[src/hdl/sfd_pkg.sv]
`timescale 1ns / 1ps
// ----------------------------------------------------------------------------
// sfd_pkg
// Types, register codes and fixed-point helpers shared by the stereo
// feedback delay modules.
// ----------------------------------------------------------------------------
package sfd_pkg;

  // register indexes on the configuration port
  localparam logic [1:0] REG_DELAY_LEN = 2'd0;
  localparam logic [1:0] REG_FEEDBACK  = 2'd1;
  localparam logic [1:0] REG_DRY_MIX   = 2'd2;

  // reset values and unity gain (Q1.16)
  localparam logic [15:0] RST_DELAY_LEN = 16'd24000;
  localparam logic [16:0] RST_FEEDBACK  = 17'd32768;
  localparam logic [16:0] RST_DRY_MIX   = 17'd32768;
  localparam logic [16:0] UNITY         = 17'd65536;

  // one classified input item
  typedef struct packed {
    logic               bad;
    logic               chan;
    logic signed [15:0] x;
  } item_t;

  // settings seen by the back end
  typedef struct packed {
    logic [15:0] delay_len;
    logic [16:0] fb_gain;
    logic [16:0] dry_gain;
    logic        pos_clr;
  } cfg_t;

  // the two mix products of one item
  typedef struct packed {
    logic signed [33:0] d_prod;
    logic signed [33:0] x_prod;
  } mix_t;

  // gain clamped to unity
  function automatic logic [16:0] eff_gain(input logic [16:0] g);
    return (g > UNITY) ? UNITY : g;
  endfunction

  // round to nearest (ties up), drop 16 fraction bits, saturate to 16 bits
  function automatic logic signed [15:0] round_sat16(input logic signed [35:0] p);
    logic signed [35:0] t;
    logic signed [19:0] q;
    t = p + 36'sd32768;
    q = 20'(t >>> 16);
    if (q > 20'sd32767) begin
      return 16'sd32767;
    end else if (q < -20'sd32768) begin
      return -16'sd32768;
    end
    return 16'(q);
  endfunction

endpackage

[src/hdl/sfd_mix.sv]
`timescale 1ns / 1ps
// ----------------------------------------------------------------------------
// sfd_mix
// Output side: registers the mix products, then adds, rounds and saturates
// into the output register.
// ----------------------------------------------------------------------------
module sfd_mix (
  input  logic               clk,
  input  logic               rst,
  input  logic               mix_valid,
  output logic               mix_ready,
  input  sfd_pkg::mix_t      mix_data,
  output logic               out_valid,
  input  logic               out_ready,
  output logic signed [15:0] sample_out
);

  sfd_pkg::mix_t p_reg;
  logic          p_valid;
  logic          out_load;

  assign out_load  = p_valid && (!out_valid || out_ready);
  assign mix_ready = !p_valid || out_load;

  // product stage
  always_ff @(posedge clk) begin
    if (rst) begin
      p_valid <= 1'b0;
    end else if (mix_ready) begin
      p_valid <= mix_valid;
    end
  end

  always_ff @(posedge clk) begin
    if (mix_ready && mix_valid) begin
      p_reg <= mix_data;
    end
  end

  // output register
  always_ff @(posedge clk) begin
    if (rst) begin
      out_valid <= 1'b0;
    end else if (out_load) begin
      out_valid <= 1'b1;
    end else if (out_ready) begin
      out_valid <= 1'b0;
    end
  end

  always_ff @(posedge clk) begin
    if (out_load) begin
      sample_out <= sfd_pkg::round_sat16(36'(p_reg.d_prod) + 36'(p_reg.x_prod));
    end
  end

endmodule

[config.mk]
export PLATFORM = sky130hd
export DESIGN_NAME = sfd_mix
export DESIGN_NICKNAME = d
export VERILOG_FILES = /design/src/hdl/sfd_pkg.sv /design/src/hdl/sfd_mix.sv
export SDC_FILE = /design/constraint.sdc
export NUM_CORES = 1
export LEC_CHECK = 0
export ABC_AREA = 1
export BUFFER_PORTS_ARGS = -buffer_cell sky130_fd_sc_hd__buf_2
export CAP_MARGIN = 0
export CORE_ASPECT_RATIO = 1.2
export CORE_MARGIN = 1.5
export CORE_UTILIZATION = 47
export CTS_CLUSTER_SIZE = 8
export DETAILED_ROUTE_END_ITERATION = 16
export GPL_ROUTABILITY_DRIVEN = 1
export PLACE_DENSITY = 0.79
export SYNTH_ARGS = -nofsm -noshare
export SYNTH_HDL_FRONTEND = slang
export SYNTH_SLANG_ARGS = --single-unit
[constraint.sdc]
create_clock -name clk -period 3.15 [get_ports clk]
set_input_delay 0.315 -clock clk [delete_from_list [all_inputs] [get_ports clk]]
set_output_delay 0.315 -clock clk [all_outputs]
set_load 0.05 [all_outputs]
==> results.ini <==
[die]
die_h_um=118
core_um2=10600
dieArea_um2=11600
placementRows=41
start_util=0.486
dieWidth_um=98.7
io_pins=90

[global_route]
grt.overflow.total=0
met1_usage=0.226
grt_usage=0.191
grt_pass1_vias=3977
grt.busiest_layer=met2
grt_max_degree=40
grt_use_met3=0.0457
grt_pass1_wl_um=17400
grtUsageMet2=0.318
antenna_found_initial=0

[pwr]
p_sw_uw=996
total_leakage_power_uw=0.00283
ir_drop_mv=0.260
p_comb_frac=0.267
p_per_area_nw_per_um2=525
switching_share=0.315
clkPwrFrac=0.296
internal_power_uw=2170
pwr-share-seq=0.437

[layout]
antenna_cells=0
fillers=928
fin_nets=780
layout.cells.non_filler=775
drive_above_1_share=0.195
largest_reg_flops=68
post-route-util=0.568
areaGrowthSynthToFinish_pct=16.8
stdcell_area_um2=6030

[clock_network]
postCtsSetupRepairBufs=0
cts_made_buffers=9
holdBufCountCts=0
clk_pin_slew_ns=0.06
cts_resized=0
cts_tree=built
cts_sinks=86
cts.path.max_buffers=2
htree_levels=3
root_buffer=clkbuf_16
clock_latency_ns=0.34

[sta]
final.min_clock_period_ns=2.92
fin_tns_setup_ns=0
min_period_over_period=0.926
timing.hold.ws_ns=0.144
tightest_slew_ns=0.682
rsz0062_at_grt=false
finalSetupViolCount=0
slew_headroom=0.544
hold_viol=0
maxSlewViolCount=0
skew_ns=0.00768
fmax_mhz=343

[place]
dp_cells=760
gp_congestion=0.918
hpwl_um=8370
portBuffers=89
place_area_um2=5770

[logic_synthesis]
post-synth-top-count-cell=nand2_1
yosysSeqAreaShare=0.496
synthFlopType=edfxtp_1
ys_top_cells_by_count=nand2_1, edfxtp_1, ha_1
ys_types=33
syn_inst=542
synth_area_leaders=edfxtp_1, ha_1, nand2_1, nor2_1, inv_1
synthDominantAreaCellType=edfxtp_1
synth_edf_count=84
ys_ff_latch=86
syn_area_per_cell_um2=9.52
synth_top_area_frac=0.489
async_flop_share=0
synth_fp_nets=680
yosys_warnings=0
synthesis.area_um2=5160

[worst_setup_path]
crit_type=flop to flop
cpPeakStageDelay_ns=0.38
cp-startpoint=p_reg[12]
critPathCaptureType=flop
cp_top_family=simple AND/OR/NAND/NOR gates
slowest_stage=edfxtp_1
arrival_ns=3.01
r2r_cells=16
cp_cell_sequence=ha_1, ha_1, nand2_1, inv_1, nand3_1, a21oi_1, nor2_1, nand2_1, a21oi_2, inv_2, nand2_1, nand3_1, nand2_2, nand2_2, nand2_1, nand2_1
crit_required_ns=3.24
endpoint=sample_out[4]
path_buf_inv=2
cp.depth=16
r2r_slack_ns=0.23
timing.rr.end=sample_out[4]
start_kind=flop
r2r-start=p_reg[12]
crit_top_cell=nand2_1
crit_fanout=15

[routing]
remaining_drc_errors=6
routed_via_density=5.11
finalWirelength_um=10400
ant_nets=0
drt_iter0_drc=240
first_pass_iters=10
routedWlPerCell_um=13.4
vias=3964

[outcome]
violations=DRC
status=complete, but fails checks

[worst_hold_path]
hold_path_class=input port to flop

[flow_run]
cap_violations=0

-- worst reg2reg max path, cell delays in order (launching register included) --
cell	delay [ns]
edfxtp_1	0.38
ha_1	0.30
ha_1	0.34
nand2_1	0.14
inv_1	0.07
nand3_1	0.09
a21oi_1	0.05
nor2_1	0.11
nand2_1	0.13
a21oi_2	0.32
inv_2	0.07
nand2_1	0.09
nand3_1	0.09
nand2_2	0.12
nand2_2	0.18
nand2_1	0.11
nand2_1	0.06
-- power groups by stage --
stage | Combinational [uW] | Clock [uW] | Sequential (uW)
detailed placement | 836 | 0 | 1410
global route | 949 | 1000 | 1390
global placement | 829 | 0 | 1400
finish | 844 | 938 | 1380
floorplan | 551 | 0 | 1480
CTS | 843 | 961 | 1380
-- stage by stage --
stage               total power (uW)  setup slack [ns]
CTS                             3190             0.279
global placement                2230             0.365
global route                    3340            0.0331
finish                          3160             0.234
floorplan                       2040             0.232
detailed placement              2240             0.284
-- worst min path at each step --
stage                      start        end  slack (ns)  cells past startpoint
floorplan                    rst  out_valid        0.38                      1
global placement         p_valid  out_valid        0.45                      2
detailed placement       p_valid  out_valid        0.47                      2
CTS                 mix_data[10]  p_reg[10]        0.13                      1
global route        mix_data[10]  p_reg[10]        0.13                      1
finish                       rst    p_valid        0.14                      2
-- final cells by class --
type	instances	area, um^2	area share
flip-flops and latches	86	2560	0.425
multi-input cells	397	2360	0.392
repair buffers	91	473	0.0784
clock buffers	10	229	0.0380
inverters	57	214	0.0355
well taps	129	161	0.0268
clock inverters	5	27.5	0.00457
-- cells in the final DEF, fill, tap and decap left out, types with 2 or more instances in the layout --
cell	count
clkbuf_16	9
nand2_1	150
nand4_1	3
nor2_1	55
nand3_1	19
nor4_1	2
buf_2	89
o211ai_1	2
ha_1	66
clkinv_2	4
o21bai_1	3
xnor2_1	4
inv_1	53
dfxtp_1	2
a21oi_2	3
edfxtp_1	84
nor2_2	3
xor2_1	7
o21ai_0	15
nor3_1	5
a21o_1	5
nand2_2	8
inv_2	4
a21oi_1	34
a31oi_1	2
nand3b_1	2
-- routing by layer --
layer / vias up / wire length (um)
li1: 2045 / -
met5: - / 0
met3: 28 / 566
met1: 1767 / 4550
met4: 0 / 402
met2: 124 / 4890
-- cell families after synthesis --
| kind of cell | share of synthesized area |
|---|---|
| AND/OR/NAND/NOR | 0.202 |
| flip-flops | 0.496 |
| AO/OA/AOI/OAI | 0.0766 |
| adder cells (fa/ha/maj) | 0.160 |
| buffers and inverters | 0.0458 |
| XOR/XNOR | 0.0187 |
Power figures use the tool's default switching activity.
