## config.mk

```make
export PLATFORM = sky130hd
export DESIGN_NAME = sfd_front
export DESIGN_NICKNAME = d
export VERILOG_FILES = /design/src/hdl/sfd_pkg.sv /design/src/hdl/sfd_front.sv
export SDC_FILE = /design/constraint.sdc
export NUM_CORES = 1
export LEC_CHECK = 0
export ABC_AREA = 1
export ABC_CLOCK_PERIOD_IN_PS = 3280
export BUFFER_PORTS_ARGS = -buffer_cell sky130_fd_sc_hd__buf_2
export CORE_MARGIN = 2
export CORE_UTILIZATION = 40
export DETAILED_ROUTE_END_ITERATION = 12
export MAX_ROUTING_LAYER = met4
export PLACE_DENSITY = 0.62
export SKIP_LAST_GASP = 1
export SLEW_MARGIN = 20
export SYNTH_ARGS = -nofsm -noshare
export SYNTH_HDL_FRONTEND = slang
export SYNTH_SLANG_ARGS = --single-unit
```

## constraint.sdc

```tcl
create_clock -name clk -period 3.28 [get_ports clk]
set_input_delay 0.328 -clock clk [delete_from_list [all_inputs] [get_ports clk]]
set_output_delay 0.328 -clock clk [all_outputs]
set_load 0.01 [all_outputs]
```

## src/hdl/sfd_pkg.sv

```systemverilog
`timescale 1ns / 1ps
// ----------------------------------------------------------------------------
// sfd_pkg
// Types, register codes and fixed-point helpers shared by the stereo
// feedback delay modules.
// ----------------------------------------------------------------------------
package sfd_pkg;

  // register indexes on the configuration port
  localparam logic [1:0] REG_DELAY_LEN = 2'd0;
  localparam logic [1:0] REG_FEEDBACK  = 2'd1;
  localparam logic [1:0] REG_DRY_MIX   = 2'd2;

  // reset values and unity gain (Q1.16)
  localparam logic [15:0] RST_DELAY_LEN = 16'd24000;
  localparam logic [16:0] RST_FEEDBACK  = 17'd32768;
  localparam logic [16:0] RST_DRY_MIX   = 17'd32768;
  localparam logic [16:0] UNITY         = 17'd65536;

  // one classified input item
  typedef struct packed {
    logic               bad;
    logic               chan;
    logic signed [15:0] x;
  } item_t;

  // settings seen by the back end
  typedef struct packed {
    logic [15:0] delay_len;
    logic [16:0] fb_gain;
    logic [16:0] dry_gain;
    logic        pos_clr;
  } cfg_t;

  // the two mix products of one item
  typedef struct packed {
    logic signed [33:0] d_prod;
    logic signed [33:0] x_prod;
  } mix_t;

  // gain clamped to unity
  function automatic logic [16:0] eff_gain(input logic [16:0] g);
    return (g > UNITY) ? UNITY : g;
  endfunction

  // round to nearest (ties up), drop 16 fraction bits, saturate to 16 bits
  function automatic logic signed [15:0] round_sat16(input logic signed [35:0] p);
    logic signed [35:0] t;
    logic signed [19:0] q;
    t = p + 36'sd32768;
    q = 20'(t >>> 16);
    if (q > 20'sd32767) begin
      return 16'sd32767;
    end else if (q < -20'sd32768) begin
      return -16'sd32768;
    end
    return 16'(q);
  endfunction

endpackage

```

## src/hdl/sfd_front.sv

```systemverilog
`timescale 1ns / 1ps
// ----------------------------------------------------------------------------
// sfd_front
// Input side: takes samples, marks channels out of range and holds them in
// a two-entry queue for the back end.
// ----------------------------------------------------------------------------
module sfd_front #(
  parameter int CHANNELS = 2
) (
  input  logic                clk,
  input  logic                rst,
  input  logic                in_valid,
  output logic                in_ready,
  input  logic                chan,
  input  logic signed [15:0]  sample_in,
  input  logic                clr_busy,
  output logic                q_valid,
  input  logic                q_ready,
  output sfd_pkg::item_t      q_item
);

  sfd_pkg::item_t entries [2];
  logic           wr_ptr;
  logic           rd_ptr;
  logic [1:0]     count;
  logic           push;
  logic           pop;
  sfd_pkg::item_t item_in;

  // classify the incoming item
  always_comb begin
    item_in.bad  = (32'(chan) >= 32'(CHANNELS));
    item_in.chan = chan;
    item_in.x    = sample_in;
  end

  // no transfer while the delay store is being cleared
  assign in_ready = (count != 2'd2) && !clr_busy;
  assign push     = in_valid && in_ready;
  assign q_valid  = (count != 2'd0);
  assign pop      = q_valid && q_ready;
  assign q_item   = entries[rd_ptr];

  // queue storage
  always_ff @(posedge clk) begin
    if (push) begin
      entries[wr_ptr] <= item_in;
    end
  end

  // queue pointers and fill level
  always_ff @(posedge clk) begin
    if (rst) begin
      wr_ptr <= 1'b0;
      rd_ptr <= 1'b0;
      count  <= 2'd0;
    end else begin
      if (push) begin
        wr_ptr <= ~wr_ptr;
      end
      if (pop) begin
        rd_ptr <= ~rd_ptr;
      end
      priority if (push && !pop) begin
        count <= count + 2'd1;
      end else if (pop && !push) begin
        count <= count - 2'd1;
      end
    end
  end

endmodule

```

==> summary.md, run 1 <==
| Metric | Value |
|---|---|
| Status | completed |
| Layout Nets | around 160 |
| Drt first-iter violations | 40 |
| Mapped Area | about 1500 um^2 |
| Hold Path Class | input pin to flip-flop |
| Total I/O pin count | 42 |
| Drt via density | 4.548 |
| Clock sinks | 39 |
| Max Fclk | approximately 0.48 GHz |
| Die Area | 4380 um^2 |
| Final Power | around 1.1 mW |
| CTS buffer count | 5 |
| Avg Cell Area, Syn | around 16 um^2 |
| Post-Route WL | ~2400 um |
| Critical Path Source Type | flip-flop |
| Sequential area share after synthesis | 0.7249 |
| Worst-margin pin slew | ~0.90 ns |
| IO Port Bufs | 40 |
| Setup WS pre-CTS | about 1.5 ns |
| Seq cells post-synth | 39 |
| CP endpoint kind | output port |
| Synth Warn # | 0 |
| Ant diodes | 0 |
| Final WS setup | around 1.2 ns |
| Setup repair bufs after CTS | 0 |
| Antenna Nets Post-Route | 0 |
| Clk_lat worst skew | approximately 0.28 ns |
| Global route overflow | 0 |
| Largest net degree at the start of global routing | 18 |
| WP data required | 2.95 ns |
| TNS Setup | 0 ns |
| Die width | 66.18 um |
| Setup CP Type | flip-flop to output port |
| Clk slew on worst S/H paths | approximately 0.06 ns |
| Synth unique cells | 16 |
| Core area | roughly 3700 um^2 |
| Max-cap viol count | 0 |
| Initial antenna violation count | 0 |
| Longest Clk Path Bufs | 2 |
| Routability cong. | 0.5843 |
| Hold buffers post-CTS | 0 |
| H-tree depth | 2 |
| Post-route cell area | roughly 1900 um^2 |
| Fin crit share | 0.6315 |
| Row cnt | 22 |
| GRT Total Usage | 0.1266 |
| Worst Path Arrival | between 1.5 and 2 ns |
| Hold Violations, Final | 0 |
| Cell area power density | between 600 and 700 nW/um^2 |
| Crit-path max FO | 17 |
| P&R area growth vs syn | 19.66% |
| Hpwl dp | about 1700 um |
| Max transition margin | 0.3987 |
| Global-route wire length before repair | roughly 3800 um |
| TritonCTS clock tree | done |
| Die height | approximately 66 um |
| DRC | 0 |
| Leakage | 0.7594 nW |
| Layout cell share with drive strength beyond 1 | 0.4500 |
| Syn_nets | approximately 120 |
| Peak supply drop | 0.3455 mV |
| Pre-antenna DRT Iters | 4 |
| RSZ-0062 raised after global routing | no |
| Initial Util | 0.4193 |
| Final setup vio count | 0 |
| Avg WL per Cell | ~13 um |
| DP Area | approximately 1800 um^2 |
| Clk root buf | clkbuf_8 |
| Pins Over Slew Limit | 0 |
| Worst Skew | roughly 0.0044 ns |
| Mapped Cells | 95 |
| Count of cells resized by post-cts repair | 0 |
| Finished Core Util | 0.5017 |
| Routed vias | approximately 860 |
| Number of global-route vias before repair | 888 |
| Post-route minimum period | 2.071 ns |
stage by stage:
step,hold slack [ns],std cells
after CTS,0.1992,188
after detailed placement,0.5042,180
final,0.2099,188
after global placement,0.4856,180
after global routing,0.2018,188
after floorplan,0.3995,95
routing by layer:
layer,part of all wire,vias up,track usage
li1,-,423,-
met1,0.39,397,0.1213
met2,0.52,28,0.2188
met3,0.067,7,0.04770
met4,0.023,0,0.06888
met5,0,-,-
cell type report:
cell class,instances,area [um^2]
clock buffers,6,72.57
clock inverters,2,7.507
fillers,331,1838
inverters,10,37.54
multi-input cells,43,351.6
flip-flops and latches,39,1121
well taps,48,60.06
repair buffers,40,200.2
worst max-delay path, cell delays in order (launching register included):
cell and delay, ns:
dfxtp_1 0.91, mux2_2 0.41, buf_2 0.14
synth_stat cells:
cell      instances  area share
edfxtp_1         34        0.66
inv_1            10       0.024
mux2_4           10       0.097
nand2_1          10       0.024
mux2_2            7       0.051
dfxtp_1           5       0.065
nor2_1            5       0.012
a21oi_1           3      0.0097
nand3_1           3      0.0097
nand4_1           2      0.0081
buf_12            1       0.013
buf_4             1      0.0049
buf_6             1      0.0073
conb_1            1      0.0024
ha_1              1      0.0081
o21ai_0           1      0.0032
sequential cells by signal, indices dropped and copies added, names as in the netlist, named ones only:
register	count
wr_ptr	1
rd_ptr	1
count	2
entries	34
report_power, final:
group          switching, mW  total, mW  leakage (nW)  internal, mW
Clock                  0.148      0.292        0.0403         0.145
Sequential            0.0337      0.615         0.353         0.581
Combinational          0.106      0.217         0.367         0.112
Total                  0.287       1.12         0.759         0.838
kinds of logic (layout without fill, tap and decap cells):
family / count (synthesis) / after routing / share of synthesized area
buf+inv: 13 / 58 / 0.04936
fa+ha+maj: 1 / 1 / 0.008089
compound gates: 4 / 4 / 0.01294
mux: 17 / 17 / 0.1481
flops: 39 / 39 / 0.7249
other cells: 1 / 1 / 0.002425
simple gates: 20 / 20 / 0.05421
final timing paths:
| path | end | from | slack, ns | depth (start not counted) |
|---|---|---|---|---|
| setup / recovery | q_item[16] | flip-flop | 1.21 | 2 |
| hold / removal | wr_ptr | rst | 0.21 | 2 |
| setup reg to reg | entries[0][1] | count[0] | 1.56 | 4 |
| hold reg to reg | flip-flop | rd_ptr | 0.51 | 2 |
cell usage in the layout, fill, tap and decap left out:
cell      netlist  routed
inv_1          10      10
o21ai_0         1       1
conb_1          1       1
nor2_1          5       4
nor2_2          0       1
edfxtp_1       34      34
clkbuf_8        0       5
clkinv_1        0       2
buf_2           0      40
nand2_1        10      10
mux2_4         10      10
dfxtp_1         5       5
a21oi_1         3       3
mux2_2          7       7
clkbuf_1        0       1
nand3_1         3       3
nand4_1         2       2
ha_1            1       1
Note: power is estimated with default switching activity, not from simulation.
==> inputs of run 2 (changes only) <==
--- a/config.mk
+++ b/config.mk
@@ -5,14 +5,14 @@
 export SDC_FILE = /design/constraint.sdc
 export NUM_CORES = 1
 export LEC_CHECK = 0
-export ABC_AREA = 1
-export ABC_CLOCK_PERIOD_IN_PS = 3280
+export ABC_AREA = 0
+export ABC_CLOCK_PERIOD_IN_PS = 1900
 export BUFFER_PORTS_ARGS = -buffer_cell sky130_fd_sc_hd__buf_2
 export CORE_MARGIN = 2
 export CORE_UTILIZATION = 40
 export DETAILED_ROUTE_END_ITERATION = 12
 export MAX_ROUTING_LAYER = met4
-export PLACE_DENSITY = 0.62
+export PLACE_DENSITY = 0.64
 export SKIP_LAST_GASP = 1
 export SLEW_MARGIN = 20
 export SYNTH_ARGS = -nofsm -noshare
==> constraint.sdc (replaced) <==
create_clock -name clk -period 1.9 [get_ports clk]
set_input_delay 0.19 -clock clk [delete_from_list [all_inputs] [get_ports clk]]
set_output_delay 0.19 -clock clk [all_outputs]
set_load 0.01 [all_outputs]
==> run 2 against run 1 <==
Core utilization is 0.73 points higher. Die area is 4.3% lower. Register-to-register slack worse by 1.3 ns. Setup slack worse by 0.92 ns. Global-route usage is 0.63 points lower. Count of clock-buffer cells in the layout is 1 higher. Clock power is 88% higher. Sequential power is 76% higher. Via count is 8.3% lower. First-iteration DRC count is 15% lower. Critical path type is now flip-flop to flip-flop.
==> summary.md, run 2 <==
| Metric | Value |
|---|---|
| Status | completed |
| Clock sinks | 39 (unchanged) |
| GRT Total Usage | 0.1204 (-0.006269) |
| Top cell type by total area after synthesis | edfxtp_1 |
| Number of global-route vias before repair | 784 (-12%) |
| Initial antenna violation count | 0 (unchanged) |
| Ys async rst share | 0 (unchanged) |
| Met2 Resource Use GR | 0.1997 (-0.01901) |
| Post-route cell area | 1836 um^2 (-0.81%) |
| Syn_nets | 103 (-13%) |
| Largest registers | entries (34), count (2) |
| Setup CP Type | flip-flop to flip-flop |
| Die height | 64.76 um (-2.2%) |
| Worst Skew | 0.003664 ns (-0.0007213 ns) |
| Routed vias | 784 (-8.3%) |
| Met3 usage | 0.05208 (+0.004383) |
| Ant diodes | 0 (unchanged) |
| Drt first-iter violations | 34 (-15%) |
| H-tree depth | 2 (unchanged) |
| Setup repair bufs after CTS | 0 (unchanged) |
| Top-count cell post-synth | edfxtp_1 |
| Pre-antenna DRT Iters | 4 (unchanged) |
| Dpl cells | 168 (-6.7%) |
| Avg WL per Cell | 12.56 um (-0.35%) |
| DP Area | 1744 um^2 (-1.5%) |
| Max Fclk | a little over 0.6 GHz |
| CP endpoint kind | flip-flop |
| Hpwl dp | 1539 um (-8.8%) |
| Total I/O pin count | 42 (unchanged) |
| Leakage | 0.7046 nW (-7.2%) |
| DRC | 0 (unchanged) |
| Mapped Cells | 80 (-16%) |
| Crit-path max FO | 5 (-12) |
| Longest Clk Path Bufs | 2 (unchanged) |
| Row cnt | 22 (unchanged) |
| Die width | 64.76 um (-2.2%) |
| P&R area growth vs syn | 24.32% |
| Fin crit share | 0.8481 |
| Synth top area share | 0.6915 (+0.03133) |
| Post-Route WL | 2211 um (-6.7%) |
| Largest net degree at the start of global routing | 18 (unchanged) |
| Post-route minimum period | around 1.6 ns |
| Max-cap viol count | 0 (unchanged) |
| CTS buffer count | 5 (unchanged) |
| Avg Cell Area, Syn | 18.46 um^2 (+13%) |
| Most Crowded Layer GR | met2 |
| Count of cells resized by post-cts repair | 0 (unchanged) |
| Synth Warn # | 0 (unchanged) |
| Clk root buf | clkbuf_8 |
| Global route overflow | 0 (unchanged) |
| Synth top cells by count | edfxtp_1 (34), mux2_2 (17), dfxtp_1 (5), nor2_1 (5), xor2_1 (3) |
| Mapped Area | 1476 um^2 (-4.5%) |
| Layout Nets | 150 (-7.4%) |
| Routing usage on met1 | 0.1157 (-0.005608) |
| Synth unique cells | 18 (+2) |
| TNS Setup | 0 ns (unchanged) |
| Antenna Nets Post-Route | 0 (unchanged) |
| Global-route wire length before repair | 3429 um (-8.8%) |
| Pins Over Slew Limit | 0 (unchanged) |
| IO Port Bufs | 40 (unchanged) |
| Critical Path Source Type | flip-flop |
| Core area | 3606 um^2 (-2.2%) |
| TritonCTS clock tree | done |
| Max FFs per register | 34 (unchanged) |
| Seq cells post-synth | 39 (unchanged) |
| Clk slew on worst S/H paths | 0.07 ns (about the same) |
| Die Area | 4193 um^2 (-4.3%) |
| Clk_lat worst skew | 0.28 ns (about the same) |
| EDFF count, synth | 34 (unchanged) |
| Biggest register | entries |
| Sequential area share after synthesis | 0.7593 (+0.03440) |
| Peak supply drop | 0.7066 mV (+100%) |
| Hold Path Class | input pin to flip-flop |
| Hold buffers post-CTS | 0 (unchanged) |
| Worst Path Arrival | 1.83 ns (+0.09 ns) |
| Commonest non-fill, non-tap cell in the layout | buf_2 |
| Initial Util | 0.4094 (-0.009829) |
| Final setup vio count | 0 (unchanged) |
| Hold Violations, Final | 0 (unchanged) |
| WP data required | 2.12 ns (-0.83 ns) |
| Top FF cell, synth | edfxtp_1 |
| Cell area power density | 1212 nW/um^2 (+99%) |
| Routability cong. | 0.5810 (-0.56%) |
| Most frequent cells in the layout | buf_2 (40), edfxtp_1 (34), mux2_2 (17), clkbuf_8 (6) |
| Layout Cells excl Fill | 176 (-6.4%) |
| RSZ-0062 raised after global routing | no |
| Area contributors post-synth | edfxtp_1 (69%), mux2_2 (13%), dfxtp_1 (6.8%) |
| Drt via density | 4.455 (-2.1%) |
| Layout cell share with drive strength beyond 1 | 0.5547 (+0.1047) |
[run 2: cell count changes after synthesis, moves of 2 or more]
cell	change
a21oi_1	-2
buf_2	+2
inv_1	-10
mux2_2	+10
mux2_4	-10
nand2_1	-10
nand3_1	-3
nand4_1	-2
nor2b_1	+2
xor2_1	+3
[run 2: cell type report]
| type | instances | area (um^2) |
|---|---|---|
| timing repair buffer | 43 | 222.7 |
| multi-input combinational | 38 | 340.3 |
| fill | 314 | 1770 |
| sequential | 39 | 1121 |
| tap | 48 | 60.06 |
| clock buffer | 7 | 86.33 |
| clock inverter | 1 | 5.005 |
[run 2: cells by family after synthesis]
family | after synthesis | synth area share
AO/OA/AOI/OAI | 3 | 0.01017
XOR/XNOR | 3 | 0.01780
adder cells (fa/ha/maj) | 1 | 0.008473
buffers and inverters | 3 | 0.01187
flip-flops | 39 | 0.7593
multiplexers | 18 | 0.1373
other | 1 | 0.002540
AND/OR/NAND/NOR | 12 | 0.05255
[run 2: through the flow]
stage          total power, mW  hold WS [ns]  utilization  worst slack (ns)
2_1_floorplan            1.498        0.2591            -            0.2824
3_3_place_gp             1.689        0.3779       0.4837            0.3707
3_5_place_dp             1.703        0.3823       0.4837            0.2820
4_1_cts                  2.260       0.07982       0.5090            0.2696
5_1_grt                  2.350       0.07863       0.5090            0.1988
6_report                 2.224       0.09088       0.5090            0.2887
[run 2: per-layer routing]
layer	share of wire	wire length (um)	vias up
met1	0.39	860	365
met4	0.017	37	0
li1	-	-	389
met5	0	0	-
met2	0.52	1144	27
met3	0.076	169	3
[run 2: final timing paths]
path	startpoint	slack [ns]	to	depth (start not counted)
hold reg to reg	count[1]	0.52	count[1]	2
hold / removal	sample_in[7]	0.09	entries[0][7]	1
setup / recovery	count[0]	0.29	count[1]	5
setup reg to reg	count[0]	0.29	count[1]	5
[run 2: critical path, cell delays in order (launching register included)]
cell and delay (ns):
dfxtp_1 0.43, nor2b_2 0.09, nor3b_4 0.25, ha_1 0.30, or3_1 0.35, a21oi_1 0.13
[run 2: report_power, final]
group          leakage [nW]  internal (mW)  switching, mW
Clock                0.0482          0.292          0.257
Combinational         0.304          0.301          0.293
Sequential            0.353           1.04         0.0448
Total                 0.705           1.63          0.595
==> inputs of run 3 (changes only) <==
--- a/config.mk
+++ b/config.mk
@@ -6,13 +6,13 @@
 export NUM_CORES = 1
 export LEC_CHECK = 0
 export ABC_AREA = 0
-export ABC_CLOCK_PERIOD_IN_PS = 1900
+export ABC_CLOCK_PERIOD_IN_PS = 1700
 export BUFFER_PORTS_ARGS = -buffer_cell sky130_fd_sc_hd__buf_2
 export CORE_MARGIN = 2
 export CORE_UTILIZATION = 40
 export DETAILED_ROUTE_END_ITERATION = 12
 export MAX_ROUTING_LAYER = met4
-export PLACE_DENSITY = 0.64
+export PLACE_DENSITY = 0.62
 export SKIP_LAST_GASP = 1
 export SLEW_MARGIN = 20
 export SYNTH_ARGS = -nofsm -noshare
==> constraint.sdc (replaced) <==
create_clock -name clk -period 1.7 [get_ports clk]
set_input_delay 0.17 -clock clk [delete_from_list [all_inputs] [get_ports clk]]
set_output_delay 0.17 -clock clk [all_outputs]
set_load 0.01 [all_outputs]
==> run 3 against run 2 <==
Critical path type unchanged. Sequential cell count unchanged. Sequential power up 12%. Sequential share of layout area down 0.86 points. Non-clock buffer count up 1. Critical path depth unchanged. Register-to-register slack worse by 0.18 ns. Global-route usage up 0.32 points.
==> summary.md, run 3 (same netlist as run 2, synthesis figures left out) <==
| Metric | Value |
|---|---|
| CTS buffer count | 5 (unchanged) |
| DP Area | 1769 um^2 (+1.4%) |
| Routed vias | 807 (+2.9%) |
| Worst Reg2Reg Path Length in Cells | 5 (unchanged) |
| DRC | 0 (unchanged) |
| Total I/O pin count | 42 (unchanged) |
| Final setup vio count | 0 (unchanged) |
| Max-cap viol count | 0 (unchanged) |
| Clk slew on worst S/H paths | 0.07 ns (about the same) |
| Max FFs per register | 34 (unchanged) |
| Worst Path Arrival | 1.81 ns (-0.02 ns) |
| Biggest register | entries |
| WP data required | 1.92 ns (-0.20 ns) |
| Hold Violations, Final | 0 (unchanged) |
| Post-route minimum period | 1.593 ns (-0.01808 ns) |
| Initial Util | 0.4094 (unchanged) |
| Hold buffers post-CTS | 0 (unchanged) |
| Core area | 3606 um^2 (unchanged) |
| TNS Setup | 0 ns (unchanged) |
| CP endpoint kind | flip-flop |
| RSZ-0062 raised after global routing | no |
| Post-Route WL | 2222 um (+0.50%) |
| Global-route wire length before repair | 3532 um (+3.0%) |
| Row cnt | 22 (unchanged) |
| Number of global-route vias before repair | 798 (+1.8%) |
| Leakage | 0.7089 nW (+0.60%) |
| Die height | 64.76 um (unchanged) |
| P&R area growth vs syn | 26.10% |
| Largest registers | entries (34), count (2) |
| Setup CP Type | flip-flop to flip-flop |
| Clk root buf | clkbuf_8 |
| IO Port Bufs | 40 (unchanged) |
| Critical Path Source Type | flip-flop |
| Longest Clk Path Bufs | 2 (unchanged) |
| Die Area | 4193 um^2 (unchanged) |
| Hold Path Class | input pin to flip-flop |
| GRT Total Usage | 0.1236 (+0.003234) |
| Final Power | 2.476 mW (+11%) |
| Pre-antenna DRT Iters | 3 (-1) |
| Max Fclk | 0.6276 GHz (+1.1%) |
| Cell area power density | 1330 nW/um^2 (+9.8%) |
| TritonCTS clock tree | done |
| Peak supply drop | 0.5066 mV (-28%) |
| Pins Over Slew Limit | 0 (unchanged) |
| Layout cell share with drive strength beyond 1 | 0.5581 (+0.003452) |
| H-tree depth | 2 (unchanged) |
| Drt first-iter violations | 15 (-56%) |
| Hold Crit Depth | 1 (unchanged) |
| Global route overflow | 0 (unchanged) |
| Avg WL per Cell | 12.55 um (about the same) |
| Fin crit share | 0.9372 (+0.08914) |
| Clock sinks | 39 (unchanged) |
| Post-route cell area | 1862 um^2 (+1.4%) |
| Layout Nets | 151 (+0.67%) |
| Status | completed |
| Routability cong. | 0.6950 (+20%) |
| Clk_lat worst skew | 0.28 ns (about the same) |
| Crit-path max FO | 5 (unchanged) |
| Die width | 64.76 um (unchanged) |
| Initial antenna violation count | 0 (unchanged) |
| Commonest non-fill, non-tap cell in the layout | buf_2 |
| Hpwl dp | 1525 um (-0.90%) |
| Drt via density | 4.559 (+2.4%) |
| Ant diodes | 0 (unchanged) |
| Largest net degree at the start of global routing | 18 (unchanged) |
| Worst Skew | 0.006254 ns (+0.002590 ns) |
| Antenna Nets Post-Route | 0 (unchanged) |
| Most frequent cells in the layout | buf_2 (40), edfxtp_1 (34), mux2_2 (17) |
==> run 3: changes by cell type in the layout (fill, tap and decap cells not counted), sizes merged <==
cell / change
buf: +1
clkinvlp: +1
clkbuf: -1
==> run 3: final cells by class <==
| cell class | instances | area [um^2] |
|---|---|---|
| sequential | 39 | 1121 |
| clock inverter | 2 | 12.51 |
| multi-input combinational | 38 | 340.3 |
| timing repair buffer | 44 | 255.2 |
| clock buffer | 6 | 72.57 |
| tap | 48 | 60.06 |
| fill | 310 | 1744 |
==> run 3: where the power goes <==
part	leakage [nW]	switching (mW)	internal, mW	total (mW)
clock network	0.0412	0.291	0.286	0.577
logic	0.315	0.337	0.355	0.692
registers	0.353	0.0499	1.16	1.21
total	0.709	0.677	1.80	2.48
==> run 3: layer usage <==
metal  up-vias  track usage  part of all wire
met1       382       0.1208              0.39
met4         0      0.06383             0.018
met2        29       0.1997              0.51
li1        392            -                 -
met5         -            -                 0
met3         4      0.06424             0.080
==> run 3: through the flow <==
stage / setup WS (ns) / cells / hold slack (ns) / utilization
6_report: 0.1068 / 177 / 0.07071 / 0.5163
5_1_grt: 0.0004270 / 177 / 0.04980 / 0.5163
4_1_cts: 0.06898 / 176 / 0.06065 / 0.5142
3_5_place_dp: 0.08625 / 168 / 0.3620 / 0.4906
3_3_place_gp: 0.1761 / 168 / 0.3588 / 0.4906
2_1_floorplan: 0.08245 / 80 / 0.2391 / -
==> run 3: timing repair <==
action / 4_1_cts / 5_1_grt
setup endpoints to repair: 0 / 1
setup buffers: 0 / 1
gates resized for setup: 0 / 1
==> run 3: path summary, 6_finish.rpt <==
| kind | startpoint | endpoint | slack [ns] |
|---|---|---|---|
| max reg2reg | count[0] | count[1] | 0.11 |
| max | count[0] | count[1] | 0.11 |
| min reg2reg | rd_ptr | flip-flop | 0.51 |
| min | sample_in[15] | entries[1][15] | 0.07 |
==> run 3: critical path, stage by stage (launching register included) <==
cell and delay, ns:
dfxtp_1 0.43, nor2b_2 0.09, nor3b_4 0.22, ha_1 0.29, or3_1 0.36, a21oi_1 0.14
